## src/design/slf_pkg.sv

```systemverilog
// Shared types and constants for the sync/length frame receiver.
package slf_pkg;

  localparam int unsigned CAPTURE_BYTES = 30;

  localparam logic [7:0] SYNC_BYTE_0 = 8'hA5;
  localparam logic [7:0] SYNC_BYTE_1 = 8'h5A;

  localparam logic signed [31:0] TICK_LIMIT_POS = 32'sd220;
  localparam logic signed [31:0] TICK_LIMIT_NEG = -32'sd220;

  localparam logic [23:0] TIMEOUT_RESET = 24'd1000;

  // Item kind on the input tuser bit
  localparam logic REQ_BYTE = 1'b0;
  localparam logic REQ_TICK = 1'b1;

  // Result kind on the output tuser bit
  localparam logic STATUS_FRAME   = 1'b0;
  localparam logic STATUS_TIMEOUT = 1'b1;

  localparam int unsigned TDATA_OUT_W = 296;

  typedef logic [CAPTURE_BYTES-1:0][7:0] cap_bytes_t;

  typedef struct packed {
    logic frame_done;
    logic timeout;
  } slf_event_t;

endpackage

```

## src/design/slf_parser.sv

```systemverilog
// Header search, payload capture and tick timeout state.
module slf_parser
  import slf_pkg::*;
(
  input  logic        clk,
  input  logic        rst,
  input  logic        fire,
  input  logic        req_type,
  input  logic [7:0]  rx_byte,
  input  logic [23:0] timeout_ticks,
  output slf_event_t  evt,
  output cap_bytes_t  payload
);

  logic [2:0][7:0] history;
  logic            in_payload;
  logic [7:0]      payload_length;
  logic [7:0]      payload_count;
  cap_bytes_t      capture;
  logic [23:0]     elapsed;

  logic            hdr;
  logic            pay_active;
  logic [7:0]      len_eff;
  logic [7:0]      cnt_base;
  logic [7:0]      cnt_new;
  logic [23:0]     elapsed_next;
  logic            is_tick;

  assign is_tick      = (req_type == REQ_TICK);
  assign hdr          = (history[2] == SYNC_BYTE_0) && (history[1] == SYNC_BYTE_1);
  assign pay_active   = hdr || in_payload;
  assign len_eff      = hdr ? history[0] : payload_length;
  assign cnt_base     = hdr ? 8'd0 : payload_count;
  assign cnt_new      = cnt_base + 8'd1;
  assign elapsed_next = elapsed + 24'd1;

  // capture with the current byte merged in at its slot
  always_comb begin
    for (int i = 0; i < CAPTURE_BYTES; i++) begin
      payload[i] = (!is_tick && pay_active && cnt_base == 8'(i)) ? rx_byte : capture[i];
    end
  end

  assign evt.timeout    = is_tick && ((elapsed_next > timeout_ticks) || (elapsed_next == 24'd0));
  assign evt.frame_done = !is_tick && pay_active && (cnt_new == len_eff);

  always_ff @(posedge clk) begin
    if (rst) begin
      history        <= '0;
      in_payload     <= 1'b0;
      payload_length <= 8'd0;
      payload_count  <= 8'd0;
      capture        <= '0;
      elapsed        <= 24'd0;
    end else if (fire) begin
      if (evt.timeout || evt.frame_done) begin
        // new search; length and sums survive
        history       <= '0;
        in_payload    <= 1'b0;
        payload_count <= 8'd0;
        capture       <= '0;
        elapsed       <= 24'd0;
        if (evt.frame_done) begin
          payload_length <= len_eff;
        end
      end else if (is_tick) begin
        elapsed <= elapsed_next;
      end else begin
        capture        <= payload;
        in_payload     <= pay_active;
        payload_length <= len_eff;
        if (pay_active) begin
          payload_count <= cnt_new;
        end
        history <= {history[1], history[0], rx_byte};
      end
    end
  end

endmodule

```

## src/design/slf_unpack.sv

```systemverilog
// Field unpacking, tick range check, running totals and result register.
module slf_unpack
  import slf_pkg::*;
(
  input  logic                   clk,
  input  logic                   rst,
  input  logic                   fire,
  input  slf_event_t             evt,
  input  cap_bytes_t             payload,
  input  logic                   m_tready,
  output logic                   m_tvalid,
  output logic [TDATA_OUT_W-1:0] m_tdata,
  output logic                   m_tuser
);

  logic signed [31:0] raw_l;
  logic signed [31:0] raw_r;
  logic [8:0]         delta_l;
  logic [8:0]         delta_r;
  logic [47:0]        left_sum;
  logic [47:0]        right_sum;
  logic [47:0]        left_sum_next;
  logic [47:0]        right_sum_next;

  assign raw_l = $signed(payload[3:0]);
  assign raw_r = $signed(payload[7:4]);

  // out-of-range deltas count as zero
  assign delta_l = (raw_l > TICK_LIMIT_POS || raw_l < TICK_LIMIT_NEG) ? 9'd0 : raw_l[8:0];
  assign delta_r = (raw_r > TICK_LIMIT_POS || raw_r < TICK_LIMIT_NEG) ? 9'd0 : raw_r[8:0];

  assign left_sum_next  = left_sum + {{39{delta_l[8]}}, delta_l};
  assign right_sum_next = right_sum + {{39{delta_r[8]}}, delta_r};

  always_ff @(posedge clk) begin
    if (rst) begin
      left_sum  <= 48'd0;
      right_sum <= 48'd0;
      m_tvalid  <= 1'b0;
    end else begin
      if (fire && (evt.frame_done || evt.timeout)) begin
        m_tvalid <= 1'b1;
      end else if (m_tready) begin
        m_tvalid <= 1'b0;
      end
      if (fire && evt.frame_done) begin
        left_sum  <= left_sum_next;
        right_sum <= right_sum_next;
      end
    end
  end

  always_ff @(posedge clk) begin
    if (fire && evt.frame_done) begin
      m_tuser <= STATUS_FRAME;
      m_tdata <= {6'd0, payload[29:24], payload[23:18], payload[17:12], payload[11:8],
                  right_sum_next, left_sum_next, delta_r, delta_l};
    end else if (fire && evt.timeout) begin
      m_tuser <= STATUS_TIMEOUT;
      m_tdata <= '0;
    end
  end

endmodule

```

## src/design/sync_length_frame_receiver_core.sv

```systemverilog
// Top level of the sync/length frame receiver: input register, parser, unpacker.
//
//  Channel  Dir  tdata (low bit up)                              tuser
//  s_*      in   rx_byte[7:0]                                    req_type
//  m_*      out  left_ticks[8:0] right_ticks[17:9]               frame_status
//                left_total[65:18] right_total[113:66]
//                battery_bits[145:114] accel_xyz[193:146]
//                gyro_xyz[241:194] mag_xyz[289:242], zero pad
//  cfg_*    in   timeout_ticks[23:0] on cfg_wdata, written when cfg_we
//
// One item per cycle sustained while no result waits on m_tready. An
// accepted item is held in the input register; when it fires, header,
// capture and timeout logic update state and, on frame end or timeout,
// load the result register, which drives m_*.
// rst is synchronous: search state, totals and the timeout register
// (back to 1000) are cleared together; no clearing pass.
// While a result waits on m_tready the input register still takes one item.
module sync_length_frame_receiver_core
  import slf_pkg::*;
(
  input  logic                   clk,
  input  logic                   rst,
  input  logic                   s_tvalid,
  output logic                   s_tready,
  input  logic [7:0]             s_tdata,   // rx_byte
  input  logic                   s_tuser,   // req_type
  output logic                   m_tvalid,
  input  logic                   m_tready,
  output logic [TDATA_OUT_W-1:0] m_tdata,   // see table above
  output logic                   m_tuser,   // frame_status
  input  logic                   cfg_we,
  input  logic [23:0]            cfg_wdata  // timeout_ticks
);

  logic        in_valid;
  logic        in_type;
  logic [7:0]  in_byte;
  logic [23:0] timeout_ticks;
  logic        advance;
  logic        fire;
  slf_event_t  evt;
  cap_bytes_t  payload;

  // process when the result slot is free or draining this cycle
  assign advance  = !m_tvalid || m_tready;
  assign fire     = in_valid && advance;
  assign s_tready = !in_valid || advance;

  always_ff @(posedge clk) begin
    if (rst) begin
      in_valid <= 1'b0;
    end else if (s_tvalid && s_tready) begin
      in_valid <= 1'b1;
    end else if (fire) begin
      in_valid <= 1'b0;
    end
  end

  always_ff @(posedge clk) begin
    if (s_tvalid && s_tready) begin
      in_type <= s_tuser;
      in_byte <= s_tdata;
    end
  end

  always_ff @(posedge clk) begin
    if (rst) begin
      timeout_ticks <= TIMEOUT_RESET;
    end else if (cfg_we) begin
      timeout_ticks <= cfg_wdata;
    end
  end

  slf_parser u_parser (
    .clk          (clk),
    .rst          (rst),
    .fire         (fire),
    .req_type     (in_type),
    .rx_byte      (in_byte),
    .timeout_ticks(timeout_ticks),
    .evt          (evt),
    .payload      (payload)
  );

  slf_unpack u_unpack (
    .clk     (clk),
    .rst     (rst),
    .fire    (fire),
    .evt     (evt),
    .payload (payload),
    .m_tready(m_tready),
    .m_tvalid(m_tvalid),
    .m_tdata (m_tdata),
    .m_tuser (m_tuser)
  );

endmodule
```

## config.mk

```make
export PLATFORM = sky130hd
export DESIGN_NAME = sync_length_frame_receiver_core
export DESIGN_NICKNAME = d
export VERILOG_FILES = /design/src/design/slf_pkg.sv /design/src/design/slf_parser.sv /design/src/design/slf_unpack.sv /design/src/design/sync_length_frame_receiver_core.sv
export SDC_FILE = /design/constraint.sdc
export NUM_CORES = 2
export LEC_CHECK = 0
export ABC_AREA = 1
export ABC_CLOCK_PERIOD_IN_PS = 15500
export BUFFER_PORTS_ARGS = -buffer_cell sky130_fd_sc_hd__buf_2
export CAP_MARGIN = 15
export CELL_PAD_IN_SITES_DETAIL_PLACEMENT = 0
export CELL_PAD_IN_SITES_GLOBAL_PLACEMENT = 1
export CORE_ASPECT_RATIO = 0.75
export CORE_MARGIN = 2
export CORE_UTILIZATION = 45
export CTS_BUF_LIST = sky130_fd_sc_hd__clkbuf_8
export CTS_CLUSTER_DIAMETER = 200
export DETAILED_ROUTE_END_ITERATION = 16
export PLACE_DENSITY = 0.83
export RECOVER_POWER = 25
export SYNTH_ARGS = -nofsm -noshare
export SYNTH_HDL_FRONTEND = slang
export SYNTH_SLANG_ARGS = --single-unit
```

## constraint.sdc

```tcl
create_clock -name clk -period 15.5 [get_ports clk]
set_input_delay 0.775 -clock clk [delete_from_list [all_inputs] [get_ports clk]]
set_output_delay 0.775 -clock clk [all_outputs]
set_load 0.01 [all_outputs]
```

# == Word-level counts from Yosys, hierarchy flattened ==
# Index checks and enable logic that the tools add are counted.
# op_classes
eq_ne,34
n_mux,54
reduce_logical,60
magnitude_cmp,5
n_addsub,4
# ops
op,count
2-to-1 mux 290 bit,2
2-to-1 mux 240 bit,2
2-to-1 mux 8 bit,38
"== test 8 x 5 -> 1 bit, second input constant",14
adder 48 bit,2
2-to-1 mux 24 bit,4
"== test 8 x 4 -> 1 bit, second input constant",8
"greater-than comparator 32 x 9 -> 1 bit, second input constant",2
"less-than comparator 32 x 9 -> 1 bit, second input constant",2
logical AND 1 bit,39
"== test 8 x 3 -> 1 bit, second input constant",4
"adder 24 x 1 -> 24 bit, second input constant",1
greater-than comparator 24 bit,1
logical NOT 24 bit,1
2-to-1 mux 9 bit,2
"== test 8 x 2 -> 1 bit, second input constant",2
nonzero test 2 bit,5
"adder 8 x 1 -> 8 bit, second input constant",1
"== test 8 x 1 -> 1 bit, second input constant",1
"== test 8 x 7 -> 1 bit, second input constant",1
== test 8 bit,1
"== test 8 bit, second input constant",1
logical NOT 8 bit,1
logical OR 1 bit,7
5 further kinds,15
# totals
output_inout_bits,299
in_bits,38
word_cells,203
register_bits,727

# == Longest topological paths before layout ==
# depth
word_depth,11
depth_mapped,39
depth_no_buf,38

# == By module ==
# A second synthesis with hierarchy kept.
# hier_totals
cells_unflattened,5776
hier_area_um2,40908.0
# by_module_without_submodules
module,instances,seq_area_each_um2,area_per_inst_um2,cells_per_inst
slf_unpack,1,10670.2,23222.3,3096
slf_parser,1,6105.9,16527.1,2559
sync_length_frame_receiver_core,1,770.7,1158.6,121

# == Worst setup path after synthesis ==
# No wires, ideal clock.
# synth_path
path_type,reg2reg
from,reg u_parser.elapsed[0]
to,"reg u_unpack.m_tdata[0], enable pin"
required_time_ns,13.293
setup_time_ns,2.207
slack_ns,5.634
period_less_slack_ns,9.866
arrival_ns,7.658
stages_incl_launch_ff,23
n_path_buf,2
cell_sequence,dfxtp_1 inv_1 nor2_1 nand2_1 nor3_1 inv_1 nor2_1 nand3_1 xor2_1 inv_1 ha_1 nand2_1 nor2_1 a211oi_1 nor2_1 nor3_1 nand2_1 o21ai_0 o21ai_1 nand3_2 buf_4 buf_2 nand2_1
# synth_between
elab_chain_len,6
word_cells_on_any_way,7
cone_classes,1 x add/sub; 1 x order compare; 5 x reduce/logical
# synth_lines
item,line,rtl
start: declaration,slf_parser.sv:20,logic [23:0] elapsed;
start signal: assignment,slf_parser.sv:68,elapsed <= elapsed_next;
adder 24 x 1 -> 24 bit *,slf_parser.sv:36,assign elapsed_next = elapsed + 24'd1;
greater-than comparator 24 bit / logical NOT 24 bit (equally long branches),slf_parser.sv:45,assign evt.timeout = is_tick && ((elapsed_next > timeout_ticks) || (elapsed_next == 24'd0));
logical OR 1 bit *,slf_parser.sv:45,
logical AND 1 bit *,slf_parser.sv:45,
logical AND 1 bit *,slf_unpack.sv:58,end else if (fire && evt.timeout) begin
nonzero test 2 bit (no line) *,-,
end signal: assignment,slf_unpack.sv:56,"m_tdata <= {6'd0, payload[29:24], payload[23:18], payload[17:12], payload[11:8],"
end: declaration,slf_unpack.sv:12,"output logic [TDATA_OUT_W-1:0] m_tdata,"
# Mark *: on every way between the ends. The rest lies on a longest branch, timed or not.
# A chain may end at the register's enable or synchronous reset.

==> qor.csv <==
metric,value,unit
status,"finished, violations left",
violated checks,"capacitance limit, slew limit",
largest net degree at the start of global routing,216,
Ys Warns,0,
WL/cell,17.64,um
Slew @ Worst Pin,5553,ps
GR Overflow Total,0,
Post-synth EDFFs,299,
Final ANT Viol Nets,0,
CTS tree,built,
Clock Tree Buf Depth,3,
Initial Util,45.41,%
Worst-Skew Late Latency,760,ps
Avg Inst Size Synth,7.663,um^2
Tmin final,7021,ps
Mapped Area,0.03816,mm^2
Synth top area share,23.53,%
layout net count,5307,
Crit Reg-Reg Endpoint,u_unpack.m_tdata[106],
Final Max Tran Viols,139,
Post-Route Skew,42.04,ps
"Async S/R FF share, synth",0,%
Initial DRT Pass Iterations,6,
Commonest cells post-synth,"nand2_1, a21oi_1, inv_1",
HP Class,input pin to flop,
hold bufs inserted after CTS,0,
Area after DPL,0.04019,mm^2
leakage power,16.84,nW
routability cong.,0.8933,
H-tree depth,3,
MaxCap Viol Count,1,
Setup crit start kind,input pin,
Power per Cell Area,90.64,mW/mm^2
fmax,0.1424,GHz
#FFs+latches synth,727,
GRT Total Usage,24.70,%
clock-pin slew on the worst setup and hold paths,60,ps
Die H,256.2,um
IO Count,337,
Final Hold Vio Count,0,
placed cells,6159,
CP Capture Type,flop,
Root Buffer,clkbuf_8,
R2R Setup Slk,9040,ps
Core Area,0.08403,mm^2
Chip Width,340.3,um
DR vias,34540,
"non-filler cells, final",6380,
postcts setup bufs,0,
TritonCTS Sinks,727,
Hold Crit Depth,1,
share of cells above drive strength 1,5.296,%
synth top area cells,"edfxtp_1, dfxtp_1, nand2_1",
initial antenna violation count,1,
Worst R2R Path Depth,36,
CTS buffer count,115,
register area share after synthesis,45.98,%
vias in the first global route,31330,
cell count after synthesis,4980,
setup violators final,0,
Vias/cell,5.414,
final wirelength,112.5,mm
setup TNS,0,ps
first-pass GRT wire length,176.0,mm
post-detail-place hpwl,71.13,mm
Final Cycle Share,45.30,%
Setup CP Type,input pin to flop,
1st-iter DRT viols,3494,
drt drc,0,
design area,0.04222,mm^2
cell taking the most area after synthesis,edfxtp_1,
post_cts resized,0,
Worst Path Required,16080,ps
VDD IR max,56.54,uV
most numerous cell in the Yosys netlist,nand2_1,
Max-Slew Margin vs Limit,-270.2,%
startpoint of the worst hold path,s_tdata[2],
IO buf count,330,
Die Area,0.08717,mm^2
unrepaired setup endpoints after global routing,false,
critical path peak fanout,113,
area growth from synthesis to final layout,10.65,%
worst hold endpoint,in_byte[2],
Worst EP arrival,7600,ps
"Top FF cell, synth",dfxtp_1,
post-synthesis cell type count,50,
row cnt,92,
reg2reg start,u_parser.history[11],
==> state kept, by name, summed over array words and instances (netlist names) <==
| register | count |
|---|---|
| u_unpack.m_tdata | 290 |
| u_parser.capture | 240 |
| u_unpack.left_sum | 48 |
| u_unpack.right_sum | 48 |
| timeout_ticks | 24 |
| u_parser.elapsed | 24 |
| u_parser.history | 24 |
| in_byte | 8 |
| u_parser.payload_count | 8 |
| u_parser.payload_length | 8 |
| in_type | 1 |
| in_valid | 1 |
| u_parser.in_payload | 1 |
| u_unpack.m_tuser | 1 |
| u_unpack.m_tvalid | 1 |
==> placed cells by master (no fill, tap or decap), types with 5 or more instances in the layout <==
cell type	n
ha_1	119
xor2_1	55
nand4_1	299
a31oi_1	34
or2_2	11
nand2_1	835
nor2_2	11
inv_2	11
inv_1	627
xnor2_1	8
edfxtp_1	299
clkinv_1	28
o21a_1	20
bufinv_16	10
a21oi_1	607
clkbuf_8	125
dfxtp_1	428
nand3b_1	46
nor2_1	515
o221ai_1	6
o21ai_0	271
o21bai_1	6
clkinv_2	21
buf_4	29
buf_2	31
o21ai_1	24
nor3_1	24
clkbuf_1	299
o211ai_1	5
nand3_1	366
nor4_1	19
a21o_1	7
conb_1	6
==> metal layers <==
layer	global-route usage (%)	share of wire [%]	vias up
met5	0	0	-
li1	-	-	17170
met1	37.51	48	16130
met3	3.270	6.0	154
met4	6.351	2.2	0
met2	36.81	43	1091
==> critical path: stages <==
cell and delay [ps]:
clkbuf_1 3810, inv_1 2280, o21ai_0 550, a21oi_1 60
==> cells by family (layout without fill, tap and decap cells) <==
group                      Yosys count  in the layout  synth area share, %
AOI/OAI and AO/OA                  991            991                13.50
xor gates and xnor gates            64             64                1.489
adders and majority gates          121            121                4.007
buffers and inverters              928           1192                9.669
DFF                                727            727                45.98
muxes                                1              1              0.02623
other                                1              9             0.009827
and+or+nand+nor                   2147           2147                25.32
==> layout make-up <==
type	count	area [um^2]
fill	8518	41810
sequential	727	17550
multi-input combinational	3330	16990
inverter	612	2305
clock buffer	125	1720
timing repair buffer	362	1555
tap	1128	1411
clock inverter	93	688.2
antenna	3	7.507
==> worst max-delay path by stage <==
| stage | start | endpoint | slack, ps | cells past startpoint |
|---|---|---|---|---|
| floorplan | u_parser.elapsed[0] | u_unpack.m_tdata[0] | 5630 | 22 |
| global placement | u_parser.history[11] | u_unpack.m_tdata[106] | 9160 | 34 |
| detailed placement | u_parser.history[11] | u_unpack.m_tdata[50] | 9120 | 36 |
| CTS | u_parser.history[11] | u_unpack.m_tdata[50] | 9080 | 36 |
| global route | rst | timeout_ticks[19] | 7720 | 4 |
| finish | rst | timeout_ticks[16] | 8480 | 4 |
==> report_power, final <==
group          total [mW]  internal (mW)  switching, mW
registers            2.00           1.99         0.0108
clock network        1.73          0.917          0.810
logic               0.104         0.0167         0.0877
==> stage by stage <==
stage	util [%]	total power, mW	hold WS [ps]	setup slack [ps]
after floorplan	-	2.093	435.1	5634
after global placement	47.83	2.140	458.9	9160
after detailed placement	47.83	2.140	461.3	9116
after CTS	50.70	3.866	151.9	9078
after global routing	50.24	3.956	167.6	7721
final	50.25	3.827	223.8	8479
No activity file was read; power rests on OpenSTA's default activity.
